**src/sv/imh_pkg.sv**
```systemverilog
package imh_pkg;

  localparam int unsigned Capacity   = 256;
  localparam int unsigned KeyCount   = 256;
  localparam int unsigned ValueWidth = 32;
  localparam int unsigned SlotW      = $clog2(Capacity);
  localparam int unsigned KeyW       = 8;
  localparam int unsigned CountW     = 9;

  typedef enum logic [1:0] {
    OpInsert = 2'd0,
    OpPop    = 2'd1,
    OpQuery  = 2'd2,
    OpNone   = 2'd3
  } op_e;

  typedef enum logic [1:0] {
    StOk    = 2'd0,
    StEmpty = 2'd1,
    StFull  = 2'd2
  } status_e;

  // datapath micro-operations issued by the controller
  typedef enum logic [3:0] {
    CmdIdle,
    CmdLoad,      // latch op/key/value, read presence and position
    CmdAppend,    // write new entry at count, set presence
    CmdUpdRead,   // read entry at position
    CmdUpdWrite,  // write new value, pick direction
    CmdPopRead,   // read root and last entry
    CmdPopWrite,  // move last to root, clear presence
    CmdUpRead,    // read parent of cursor
    CmdUpSwap,    // swap cursor and parent
    CmdDnRead,    // read both children of cursor
    CmdDnSwap     // swap cursor with smaller child
  } cmd_e;

  typedef struct packed {
    logic    present;   // key present in heap
    logic    full;
    logic    empty;
    logic    up_go;     // parent larger than cursor
    logic    dn_go;     // child smaller than cursor
    logic    val_fell;  // updated value below old value
    logic    at_root;
    logic    last_one;  // pop takes the only entry
  } stat_t;

endpackage

```
**src/sv/imh_ctrl.sv**
```systemverilog
module imh_ctrl (
  input  logic                clk_i,
  input  logic                rst_ni,
  input  logic                in_valid_i,
  output logic                in_ready_o,
  input  logic [1:0]          op_i,
  output logic                out_valid_o,
  input  logic                out_ready_i,
  output logic [1:0]          status_o,
  output logic                pop_ok_o,
  output logic [1:0]          op_o,
  output imh_pkg::cmd_e       cmd_o,
  input  imh_pkg::stat_t      stat_i
);

  typedef enum logic [3:0] {
    SIdle, SDecide, SUpdRead, SUpdWrite, SPopRead, SPopWrite,
    SUpRead, SUpTest, SUpSwap, SDnRead, SDnTest, SDnSwap, SGap, SDone
  } state_e;

  state_e state_q;
  logic [1:0] op_q, status_q;
  logic pop_ok_q, up_q;

  assign in_ready_o  = state_q == SIdle;
  assign out_valid_o = state_q == SDone;
  assign status_o    = status_q;
  assign pop_ok_o    = pop_ok_q;
  assign op_o        = op_q;

  always_comb begin
    cmd_o = imh_pkg::CmdIdle;
    case (state_q)
      SIdle:     if (in_valid_i) cmd_o = imh_pkg::CmdLoad;
      SDecide:   if (op_q == imh_pkg::OpInsert && !stat_i.present && !stat_i.full)
                   cmd_o = imh_pkg::CmdAppend;
      SUpdRead:  cmd_o = imh_pkg::CmdUpdRead;
      SUpdWrite: cmd_o = imh_pkg::CmdUpdWrite;
      SPopRead:  cmd_o = imh_pkg::CmdPopRead;
      SPopWrite: cmd_o = imh_pkg::CmdPopWrite;
      SUpRead:   cmd_o = imh_pkg::CmdUpRead;
      SUpSwap:   cmd_o = imh_pkg::CmdUpSwap;
      SDnRead:   cmd_o = imh_pkg::CmdDnRead;
      SDnSwap:   cmd_o = imh_pkg::CmdDnSwap;
      default:   cmd_o = imh_pkg::CmdIdle;
    endcase
  end

  always_ff @(posedge clk_i or negedge rst_ni) begin
    if (!rst_ni) begin
      state_q  <= SIdle;
      op_q     <= imh_pkg::OpInsert;
      status_q <= imh_pkg::StOk;
      pop_ok_q <= 1'b0;
      up_q     <= 1'b0;
    end else begin
      case (state_q)
        SIdle: if (in_valid_i) begin
          op_q     <= op_i;
          status_q <= imh_pkg::StOk;
          pop_ok_q <= 1'b0;
          state_q  <= SDecide;
        end
        SDecide: begin
          case (op_q)
            imh_pkg::OpInsert: begin
              if (stat_i.present)   state_q <= SUpdRead;
              else if (stat_i.full) begin
                status_q <= imh_pkg::StFull;
                state_q  <= SDone;
              end else              state_q <= SUpRead;
            end
            imh_pkg::OpPop: begin
              if (stat_i.empty) begin
                status_q <= imh_pkg::StEmpty;
                state_q  <= SDone;
              end else begin
                pop_ok_q <= 1'b1;
                state_q  <= SPopRead;
              end
            end
            default: state_q <= SDone;
          endcase
        end
        SUpdRead:  state_q <= SUpdWrite;
        SUpdWrite: begin
          up_q    <= stat_i.val_fell;
          state_q <= stat_i.val_fell ? SUpRead : SDnRead;
        end
        SPopRead:  state_q <= SPopWrite;
        SPopWrite: state_q <= stat_i.last_one ? SDone : SDnRead;
        SUpRead:   state_q <= stat_i.at_root ? SDone : SUpTest;
        SUpTest:   state_q <= stat_i.up_go ? SUpSwap : SDone;
        SUpSwap:   begin
          up_q    <= 1'b1;
          state_q <= SGap;
        end
        SDnRead:   state_q <= SDnTest;
        SDnTest:   state_q <= stat_i.dn_go ? SDnSwap : SDone;
        SDnSwap:   begin
          up_q    <= 1'b0;
          state_q <= SGap;
        end
        SGap:      state_q <= up_q ? SUpRead : SDnRead;
        SDone:     if (out_ready_i) state_q <= SIdle;
        default:   state_q <= SIdle;
      endcase
    end
  end

endmodule

```
**config.mk**
```make
export PLATFORM = sky130hd
export DESIGN_NAME = imh_ctrl
export DESIGN_NICKNAME = d
export VERILOG_FILES = /design/src/sv/imh_pkg.sv /design/src/sv/imh_ctrl.sv
export SDC_FILE = /design/constraint.sdc
export NUM_CORES = 1
export LEC_CHECK = 0
export BUFFER_PORTS_ARGS = -buffer_cell sky130_fd_sc_hd__buf_2
export CAP_MARGIN = 20
export CELL_PAD_IN_SITES_DETAIL_PLACEMENT = 0
export CELL_PAD_IN_SITES_GLOBAL_PLACEMENT = 1
export CORE_UTILIZATION = 37
export DETAILED_ROUTE_END_ITERATION = 7
export PLACE_DENSITY = 0.84
export SLEW_MARGIN = 0
export SYNTH_ARGS = -nofsm -noshare
export SYNTH_HDL_FRONTEND = slang
export SYNTH_SLANG_ARGS = --single-unit
```
**constraint.sdc**
```tcl
create_clock -name clk_i -period 3.3 [get_ports clk_i]
set_input_delay 0.66 -clock clk_i [delete_from_list [all_inputs] [get_ports clk_i]]
set_output_delay 0.66 -clock clk_i [all_outputs]
set_load 0.05 [all_outputs]
```
After elaboration in Yosys (flattened, before gate mapping)
Index checks and enable logic that the tools add are counted.

word-level totals
  register bits = 10
  bits in latches = 0
  bits in writable memories = 0
  ROM bits = 0
  input bits = 14
  output and inout bits = 11
  logic and storage cells = 67
  memories = 0

operators by class
  $add $sub $neg = 0
  multiply operators = 0
  divide/modulo/power cells = 0
  magnitude comparators = 0
  equality and inequality tests = 22
  shifts and indexed selects = 0
  muxes and demuxes = 27
  bitwise logic cells = 0
  reductions and logical operators = 13

operator list
  cell                                                                   number
  4-bit one-hot mux with 13 select lines                                 1
  4-bit one-hot mux with 10 select lines                                 1
  4-bit 2-to-1 mux                                                       8
  4-bit equality test, second input constant                             6
  4-bit by 3-bit equality test with 1-bit output, second input constant  4
  3-bit inequality test, second input constant                           4
  2-bit 2-to-1 mux                                                       5
  3-bit 2-to-1 mux                                                       3
  4-bit by 2-bit equality test with 1-bit output, second input constant  2
  2-bit one-hot mux with 2 select lines                                  2
  4-bit one-hot mux with 2 select lines                                  1
  2-bit inequality test, second input constant                           3
  6-bit AND reduction                                                    1
  4-bit by 1-bit equality test with 1-bit output, second input constant  1
  4-bit logical NOT                                                      1
  1-bit 2-to-1 mux                                                       4
  2-bit AND reduction                                                    2
  4-bit AND reduction                                                    1
  1-bit one-hot mux with 3 select lines                                  1
  3-bit nonzero test                                                     1
  2-bit by 1-bit equality test with 1-bit output, second input constant  1
  1-bit logical AND                                                      2
  1-bit logical NOT                                                      2
  2-bit logical NOT                                                      1
  other kinds (4)                                                        4

Longest topological paths before layout
Gate-level depths: netlist of run 1.

  depth after elaboration = 5
  depth in mapped cells = 7
  gate-level depth less buffers = 6

Worst setup path before layout of run 1
No wires, ideal clock.

  path kind = register -> output
  from = register state_q[2]
  to = output port cmd_o[0]
  data arrival time = 1.979 ns
  data required time = 2.640 ns
  setup slack = 0.661 ns
  cell stages (with the launch flop) = 5
  cells stage by stage = dfrtp_1 > buf_6 > clkbuf_1 > nor3_1 > o31ai_1

on the way
  longest elaborated chain between the ends = 2
  elaborated cells on any way between the ends = 11
  those cells by class = eq/ne: 9; mux: 1; reduce/logical: 1

RTL lines
  what                                               RTL line        source
  start: declaration                                 imh_ctrl.sv:21  state_e state_q;
  start signal: assignment                           imh_ctrl.sv:51  state_q <= SIdle;
  start signal: assignment                           imh_ctrl.sv:62  state_q <= SDecide;
  start signal: assignment                           imh_ctrl.sv:67  if (stat_i.present) state_q <= SUpdRead;
  4-bit equality test, or another cell as far along  imh_ctrl.sv:33  case (state_q)
  4-bit one-hot mux with 10 select lines *           imh_ctrl.sv:33
  end: declaration                                   imh_ctrl.sv:12  output imh_pkg::cmd_e cmd_o,

Mark *: on every way between the ends. The rest lies on a longest branch, timed or not.

Worst setup path in the final report of run 1
  from = register state_q[1]
  to = output port cmd_o[1]

Same word-level chain as after synthesis.

==> impl_results.rst, run 1 <==
.. list-table::
   :header-rows: 1

   * - Metric
     - Value
   * - Dominant cells by area after synthesis
     - dfrtp_1 33%, a21oi_1 6.5%, o21ai_0 4.6%
   * - Final core utilization
     - 47.1%
   * - Status
     - finished clean
   * - CP max stage delay
     - 0.51 ns
   * - First drt pass iteration count
     - 5
   * - # DRC
     - 0
   * - Multiplexer share of the synthesized area
     - 2.94%
   * - Count of vias placed by the detailed router
     - ~800
   * - Total wirelength of the detailed-routed design
     - 2010 um
   * - Post-synthesis sequential element count
     - 10
   * - Routability-driven placement congestion ratio
     - 0.810
   * - Number of buffers created by CTS
     - 3
   * - Worst R2R Start
     - state_q[1]$_DFFE_PN0P_
   * - Cell type with the highest aggregate area in the netlist
     - dfrtp_1
   * - Adder and majority cell fraction of the synthesized area
     - 0%
   * - Slew at the pin with the worst max-slew slack
     - 0.434 ns
   * - End of the worst register-to-register path
     - status_o[0]$_DFFE_PN0P_
   * - Worst-skew pair later-pin latency
     - 0.27 ns
   * - Global-route wire length before repair
     - 3020 um
   * - Post-cts repair resize count
     - 0
   * - Max Clock Skew
     - 0.00225 ns
   * - Maximum root-to-sink buffer count
     - 2
   * - WP data required
     - 2.64 ns
   * - RSZ-0062 raised after global routing
     - no
   * - Total standard cell area after synthesis
     - 767 um^2
   * - Die span in y
     - around 48 um
   * - Cell area after placement
     - between 900 and 1000 um^2
   * - IO Pins
     - 25
   * - Total clock sinks
     - 10
   * - Clock Root Buffer
     - clkbuf_4
   * - Maximum vdd ir drop
     - 0.533 mV
   * - Maximum number of pins on one net before global-route repair
     - 19
   * - Headroom to the max-slew limit
     - 70.8%
   * - Ratio of cells with drive above 1 in the final layout
     - 30.3%
   * - Highest Clock Rate
     - 348 MHz
   * - Post-synthesis cell count
     - 96
   * - Complex-gate fraction of the synthesized area
     - 30.5%
   * - Layout area overhead
     - 20.6%
   * - Post-synthesis sequential area ratio
     - between 30% and 40%
   * - Largest fanout on the critical path
     - 14
   * - Category of the worst setup path launch point
     - flip-flop
   * - Combinational family with the most area after synthesis
     - compound AO/OA/AOI/OAI gates
   * - Number of cell instances on the worst register-to-register path
     - 4
   * - Die ar.
     - between 2000 and 2500 um^2
   * - Via count of the first global-routing pass
     - ~670
   * - Buffers added on ports
     - 24
   * - Number of core rows
     - 16
   * - Post-Synthesis Net Count
     - 110
   * - Number of failing hold endpoints at the final stage
     - 0
   * - Number of DRC markers in iteration 0
     - between 40 and 50
   * - Share of the synthesized area in the top cell type
     - roughly 33%
   * - Fraction of the cycle the final worst path needs
     - approximately 87%
   * - Static leakage
     - 0.407 nW
   * - Initial Utilization
     - approximately two fifths
   * - Grt total ovfl
     - 0
   * - Post-route cell area
     - 925 um^2
   * - Floorplan core area
     - roughly 2000 um^2
   * - Maxcap violations
     - 0
   * - Sum of internal, switching and leakage power
     - 0.00110 W
   * - Classification of the worst-slack hold path
     - primary input to async pin
   * - Slowest library cell on the worst path
     - dfrtp_1
   * - Worst path cell trace
     - nand2b_1 > or3_4 > or4_1 > o221ai_1 > buf_2
   * - Setup violators final
     - 0
   * - Final Slew Violations
     - 0
   * - Type of the worst setup path
     - flip-flop to primary output
   * - Buffer count from post-CTS setup fixing
     - 0
   * - Reg-to-reg slack, setup
     - 1.64 ns
   * - Post-detailed-route count of antenna-violating nets
     - 0
   * - Initial antenna violation count
     - 0
   * - Post-Synth XOR/XNOR Area
     - ~1.1%
   * - NumNets Final
     - approximately 140
   * - Total number of yosys warnings
     - 0
   * - Arr. time, crit path
     - around 2.2 ns
   * - Simple logic cell fraction of the synthesized area
     - between 20% and 30%
   * - Post-route minimum period
     - between 2 and 3 ns
   * - Total power density per cell area
     - 1190 nW/um^2
   * - Clock transition at the registers of the reported paths
     - 0.06 ns
   * - Per-instance average area after synthesis
     - 7.99 um^2
   * - Total negative slack
     - 0 ns
   * - Die width
     - around 48 um
   * - Post-CTS Hold Buffers
     - 0
   * - TritonCTS clock tree
     - done
   * - Average wire per cell in the routed design
     - 13.8 um
   * - Kind of capture point of the worst setup path
     - primary output
   * - Count of H-tree levels built during CTS
     - 1
   * - DP Wirelength
     - 1520 um
   * - Count of antenna diodes in the layout
     - 0
   * - Total global-route track usage
     - 19.6%
   * - Distinct cell type count of the synthesized netlist
     - 35
   * - Number of vias per cell after detailed routing
     - 5.53
-- through the flow --
stage                     setup slack [ns]  cells  hold slack, ns
final                                0.425    146           0.249
after global placement               0.753    143           0.511
after detailed placement             0.731    143           0.537
after global routing                 0.329    146           0.245
after floorplan                      0.661     96           0.364
after CTS                            0.433    146           0.252
-- per-layer routing --
| metal | vias to the layer above | GRT usage (%) | share of wire (%) |
|---|---|---|---|
| met1 | 372 | 27.5 | 48 |
| met5 | - | 0 | 0 |
| met4 | 0 | 2.22 | 0.50 |
| met2 | 26 | 30.4 | 46 |
| li1 | 408 | - | - |
| met3 | 2 | 6.79 | 5.8 |
-- final cells by class --
cell class                      instances  area (um^2)
Sequential cell                        10          250
Timing Repair Buffer                   26          135
Multi-Input combinational cell         75          464
Fill cell                             220         1040
Clock buffer                            3         22.5
Tap cell                               27         33.8
Inverter                                5         18.8
-- logic make-up (layout without fill, tap and decap cells) --
group / Yosys count / count (layout)
AOI/OAI and AO/OA: 36 / 36
and+or+nand+nor: 36 / 36
buffers and inverters: 11 / 34
DFF: 10 / 10
muxes: 2 / 2
xor gates and xnor gates: 1 / 1
-- synthesized netlist by cell type --
| cell | instances |
|---|---|
| nand3b_1 | 1 |
| o221ai_1 | 2 |
| xor2_1 | 1 |
| mux2_2 | 2 |
| o31ai_1 | 1 |
| o21ai_0 | 7 |
| a21bo_2 | 1 |
| a22oi_1 | 2 |
| nor2b_1 | 3 |
| or3_4 | 1 |
| o311ai_0 | 1 |
| or4_1 | 1 |
| a21oi_1 | 10 |
| nor2_1 | 8 |
| o22a_1 | 1 |
| o22ai_1 | 2 |
| inv_1 | 5 |
| a32o_1 | 1 |
| dfrtp_1 | 10 |
| nand2b_1 | 4 |
| nand3_1 | 1 |
| clkbuf_1 | 4 |
| buf_6 | 1 |
| nand4bb_1 | 1 |
| nand2_1 | 9 |
| buf_4 | 1 |
| or2_4 | 1 |
| a31oi_1 | 3 |
| nor3_1 | 3 |
| nor3b_1 | 1 |
| a211oi_1 | 1 |
| or3b_2 | 2 |
| o211ai_1 | 2 |
| a22o_1 | 1 |
| o32ai_1 | 1 |
-- state kept, by name (all words and copies together) (netlist names) --
register and count:
status_o 2, op_o 2, up_q 1, state_q 4
pop_ok_o 1
-- critical path: cells and delay by family, from the launching register on --
family                 cells  cell delay, ns
flip-flops                 1            0.51
buffers and inverters      1            0.29
AO/OA/AOI/OAI              1            0.09
AND/OR/NAND/NOR            3            1.06
-- cell usage in the layout, fill, tap and decap left out, types with 3 or more instances in the layout --
master and instances:
buf_2 24, a21oi_1 10, dfrtp_1 10, nand2_1 9
nor2_1 8, o21ai_0 7, inv_1 5, nand2b_1 4
nor2b_1 3, nor3_1 3, a31oi_1 3, clkbuf_4 3
-- how the worst max path moves through the flow --
stage	end	startpoint	cells after the start	slack, ns
2_1_floorplan	cmd_o[0]	state_q[2]$_DFFE_PN0P_	4	0.66
3_3_place_gp	cmd_o[1]	state_q[1]$_DFFE_PN0P_	5	0.75
3_5_place_dp	cmd_o[1]	state_q[1]$_DFFE_PN0P_	5	0.73
4_1_cts	cmd_o[1]	state_q[1]$_DFFE_PN0P_	5	0.43
5_1_grt	cmd_o[1]	state_q[0]$_DFFE_PN0P_	5	0.33
6_report	cmd_o[1]	state_q[1]$_DFFE_PN0P_	5	0.42
-- power by group --
group,switching [W],internal [W]
Sequential,0.0000821,0.000182
Clock,0.0000402,0.0000421
Combinational,0.000505,0.000245
Power figures use the tool's default switching activity.
==> run 2: changes to the inputs <==
==> constraint.sdc (replaced) <==
create_clock -name clk_i -period 3.3 [get_ports clk_i]
set_input_delay 0.165 -clock clk_i [delete_from_list [all_inputs] [get_ports clk_i]]
set_output_delay 0.165 -clock clk_i [all_outputs]
set_load 0.05 [all_outputs]
==> run 2 against run 1 <==
Sequential power increased by 19%. Sequential share of layout area is 0.25 points lower. Setup slack improved by 0.33 ns. Via count shrank 0.62%. Clock-buffer cell count rose by 1. First-iteration DRC count shrank 53%. Maximum frequency up 13%. Routed wire length down 8.3%. Die area stayed put. Critical path depth unchanged. Critical endpoint unchanged. Highest routed layer unchanged.
==> impl_results.rst, run 2 (synthesis results as in run 1) <==
.. list-table::
   :header-rows: 1

   * - Metric
     - Value
   * - Highest Clock Rate
     - 393 MHz (+13%)
   * - Maximum number of pins on one net before global-route repair
     - 20 (+1)
   * - Count of antenna diodes in the layout
     - 0 (unchanged)
   * - Category of the worst setup path launch point
     - flip-flop
   * - Total clock sinks
     - 10 (unchanged)
   * - Clock Root Buffer
     - clkbuf_4
   * - DP Wirelength
     - 1430 um (-5.9%)
   * - Die width
     - 47.5 um (unchanged)
   * - Type of the worst setup path
     - flip-flop to primary output
   * - WP data required
     - 3.13 ns (+0.49 ns)
   * - Number of buffers created by CTS
     - 3 (unchanged)
   * - TritonCTS clock tree
     - done
   * - Reg-to-reg slack, setup
     - 1.45 ns (-0.19 ns)
   * - Die ar.
     - 2260 um^2 (unchanged)
   * - Post-detailed-route count of antenna-violating nets
     - 0 (unchanged)
   * - Number of cell instances on the worst register-to-register path
     - 4 (unchanged)
   * - Kind of capture point of the worst setup path
     - primary output
   * - Ratio of cells with drive above 1 in the final layout
     - 29.4% (-0.84 points)
   * - Worst-skew pair later-pin latency
     - 0.26 ns (about the same)
   * - Maximum root-to-sink buffer count
     - 2 (unchanged)
   * - Via count of the first global-routing pass
     - 609 (-8.8%)
   * - Total wirelength of the detailed-routed design
     - 1840 um (-8.3%)
   * - Status
     - finished clean
   * - Maxcap violations
     - 0 (unchanged)
   * - Post-route minimum period
     - 2.54 ns (-0.333 ns)
   * - Initial Utilization
     - 39.1% (unchanged)
   * - Number of DRC markers in iteration 0
     - 21 (-53%)
   * - Slew at the pin with the worst max-slew slack
     - 0.514 ns (+0.0795 ns)
   * - Global-route wire length before repair
     - 2740 um (-9.4%)
   * - Worst R2R Start
     - state_q[2]$_DFFE_PN0P_
   * - NumNets Final
     - 134 (-0.74%)
   * - Total global-route track usage
     - 18.0% (-1.6 points)
   * - Clock transition at the registers of the reported paths
     - 0.06 ns (about the same)
   * - End of the worst register-to-register path
     - status_o[0]$_DFFE_PN0P_
   * - Count of fill cells added during filler insertion
     - 223 (+1.4%)
   * - Largest register by flop count
     - state_q
   * - Number of vias per cell after detailed routing
     - 5.50 (-0.62%)
   * - Final worst-path setup slack
     - 0.758 ns (+0.333 ns)
   * - Worst setup slack before clock tree synthesis
     - 1.06 ns (+0.333 ns)
   * - Floorplan core area
     - 1960 um^2 (unchanged)
   * - Grt total ovfl
     - 0 (unchanged)
   * - Total negative slack
     - 0 ns (unchanged)
   * - Routability-driven placement congestion ratio
     - 0.805 (-0.61%)
   * - IO Pins
     - 25 (unchanged)
   * - Slowest library cell on the worst path
     - dfrtp_1
   * - Timing endpoint of the critical path
     - cmd_o[1]
   * - Average wire per cell in the routed design
     - 12.6 um (-8.3%)
   * - Headroom to the max-slew limit
     - 65.5% (-5.3 points)
   * - Post-cts repair resize count
     - 0 (unchanged)
   * - First drt pass iteration count
     - 4 (-1)
   * - CP max stage delay
     - 0.56 ns (+0.05 ns)
   * - Arr. time, crit path
     - 2.38 ns (+0.16 ns)
   * - # DRC
     - 0 (unchanged)
   * - Worst path cell trace
     - or2_4 > or3_4 > or4_1 > o221ai_1 > buf_2
   * - Maximum vdd ir drop
     - 0.580 mV (+8.7%)
   * - Die span in y
     - 47.5 um (unchanged)
   * - Commonest cells after routing, fill and taps aside
     - 24 x buf_2, 10 x a21oi_1, 10 x dfrtp_1, 9 x nand2_1, 8 x nor2_1
   * - Buffers added on ports
     - 24 (unchanged)
   * - Number of failing hold endpoints at the final stage
     - 0 (unchanged)
   * - Max Clock Skew
     - 0.00170 ns (-0.000548 ns)
   * - Count of vias placed by the detailed router
     - 803 (-0.62%)
   * - Flip-flop count of the largest register after layout
     - 4 (unchanged)
   * - Most common library cell in the layout ignoring fill and taps
     - buf_2
   * - Beginning of the critical path
     - state_q[2]$_DFFE_PN0P_
   * - RSZ-0062 raised after global routing
     - no
   * - Setup violators final
     - 0 (unchanged)
   * - Static leakage
     - 0.408 nW (+0.44%)
   * - Total power density per cell area
     - 1170 nW/um^2 (-0.93%)
   * - Largest fanout on the critical path
     - 18 (+4)
   * - Area taken by flip-flops and latches
     - 250 um^2 (unchanged)
   * - Layout area overhead
     - 21.7%
   * - Fraction of the cycle the final worst path needs
     - 77.0% (-10 points)
   * - Classification of the worst-slack hold path
     - primary input to flip-flop
   * - Multi-input gate area
     - 464 um^2 (unchanged)
   * - Count of H-tree levels built during CTS
     - 1 (unchanged)
   * - Number of core rows
     - 16 (unchanged)
   * - Initial antenna violation count
     - 0 (unchanged)
   * - Final Slew Violations
     - 0 (unchanged)
## run 2: changes by cell type in the layout (fill, tap and decap cells not counted), sizes merged
cell	before	now
buf	26	24
clkbuf	3	4
dlygate4sd3	0	1
## run 2: area by class of cell
class,count,area share (%)
sequential,10,26.8
multi-input combinational,75,49.7
tap,27,3.62
timing repair buffer,25,13.9
clock buffer,4,3.89
inverter,5,2.01
## run 2: what timing repair did
action / CTS / global route
hold buffers: 1 / 0
buffers inserted: 0 / 0
endpoints found under the hold margin: 10 / 0
## run 2: routing by layer
metal	wire length, um	up-vias	track usage, %
met4	25	0	5.00
met2	895	23	26.8
met5	0	-	0
met1	838	375	24.7
li1	-	401	-
met3	83	4	6.79
## run 2: power by group
| group | switching (W) | internal [W] | total, W |
|---|---|---|---|
| clock network | 0.0000400 | 0.0000670 | 0.000107 |
| logic | 0.000447 | 0.000229 | 0.000676 |
| registers | 0.000132 | 0.000181 | 0.000313 |
| total | 0.000619 | 0.000477 | 0.00110 |
## run 2: critical path, delay by kind of cell (launching register included)
family,cells,cell delay [ns]
and+or+nand+nor,3,1.16
DFF,1,0.56
buffers and inverters,1,0.29
AOI/OAI and AO/OA,1,0.09
## run 2: worst min-delay path by stage
stage	from	end	slack, ns	cells after the start
after floorplan	rst_ni	op_o[0]$_DFFE_PN0N_	-0.13	0
after global placement	rst_ni	op_o[1]$_DFFE_PN0N_	0.04	1
after detailed placement	rst_ni	op_o[0]$_DFFE_PN0N_	0.04	1
after CTS	op_i[0]	op_o[0]$_DFFE_PN0N_	0.12	2
after global routing	op_i[0]	op_o[0]$_DFFE_PN0N_	0.11	2
final	op_i[0]	op_o[0]$_DFFE_PN0N_	0.13	2
## run 2: per-stage QoR
stage          hold WS, ns  power, W  util [%]  std cells  area (um^2)
3_3_place_gp        0.0387  0.000985      45.2        141          887
5_1_grt              0.113   0.00118      47.6        146          933
6_report             0.128   0.00110      47.6        146          933
3_5_place_dp        0.0415  0.000986      45.2        141          887
2_1_floorplan       -0.131  0.000861         -         96          767
4_1_cts              0.120   0.00110      47.6        146          933
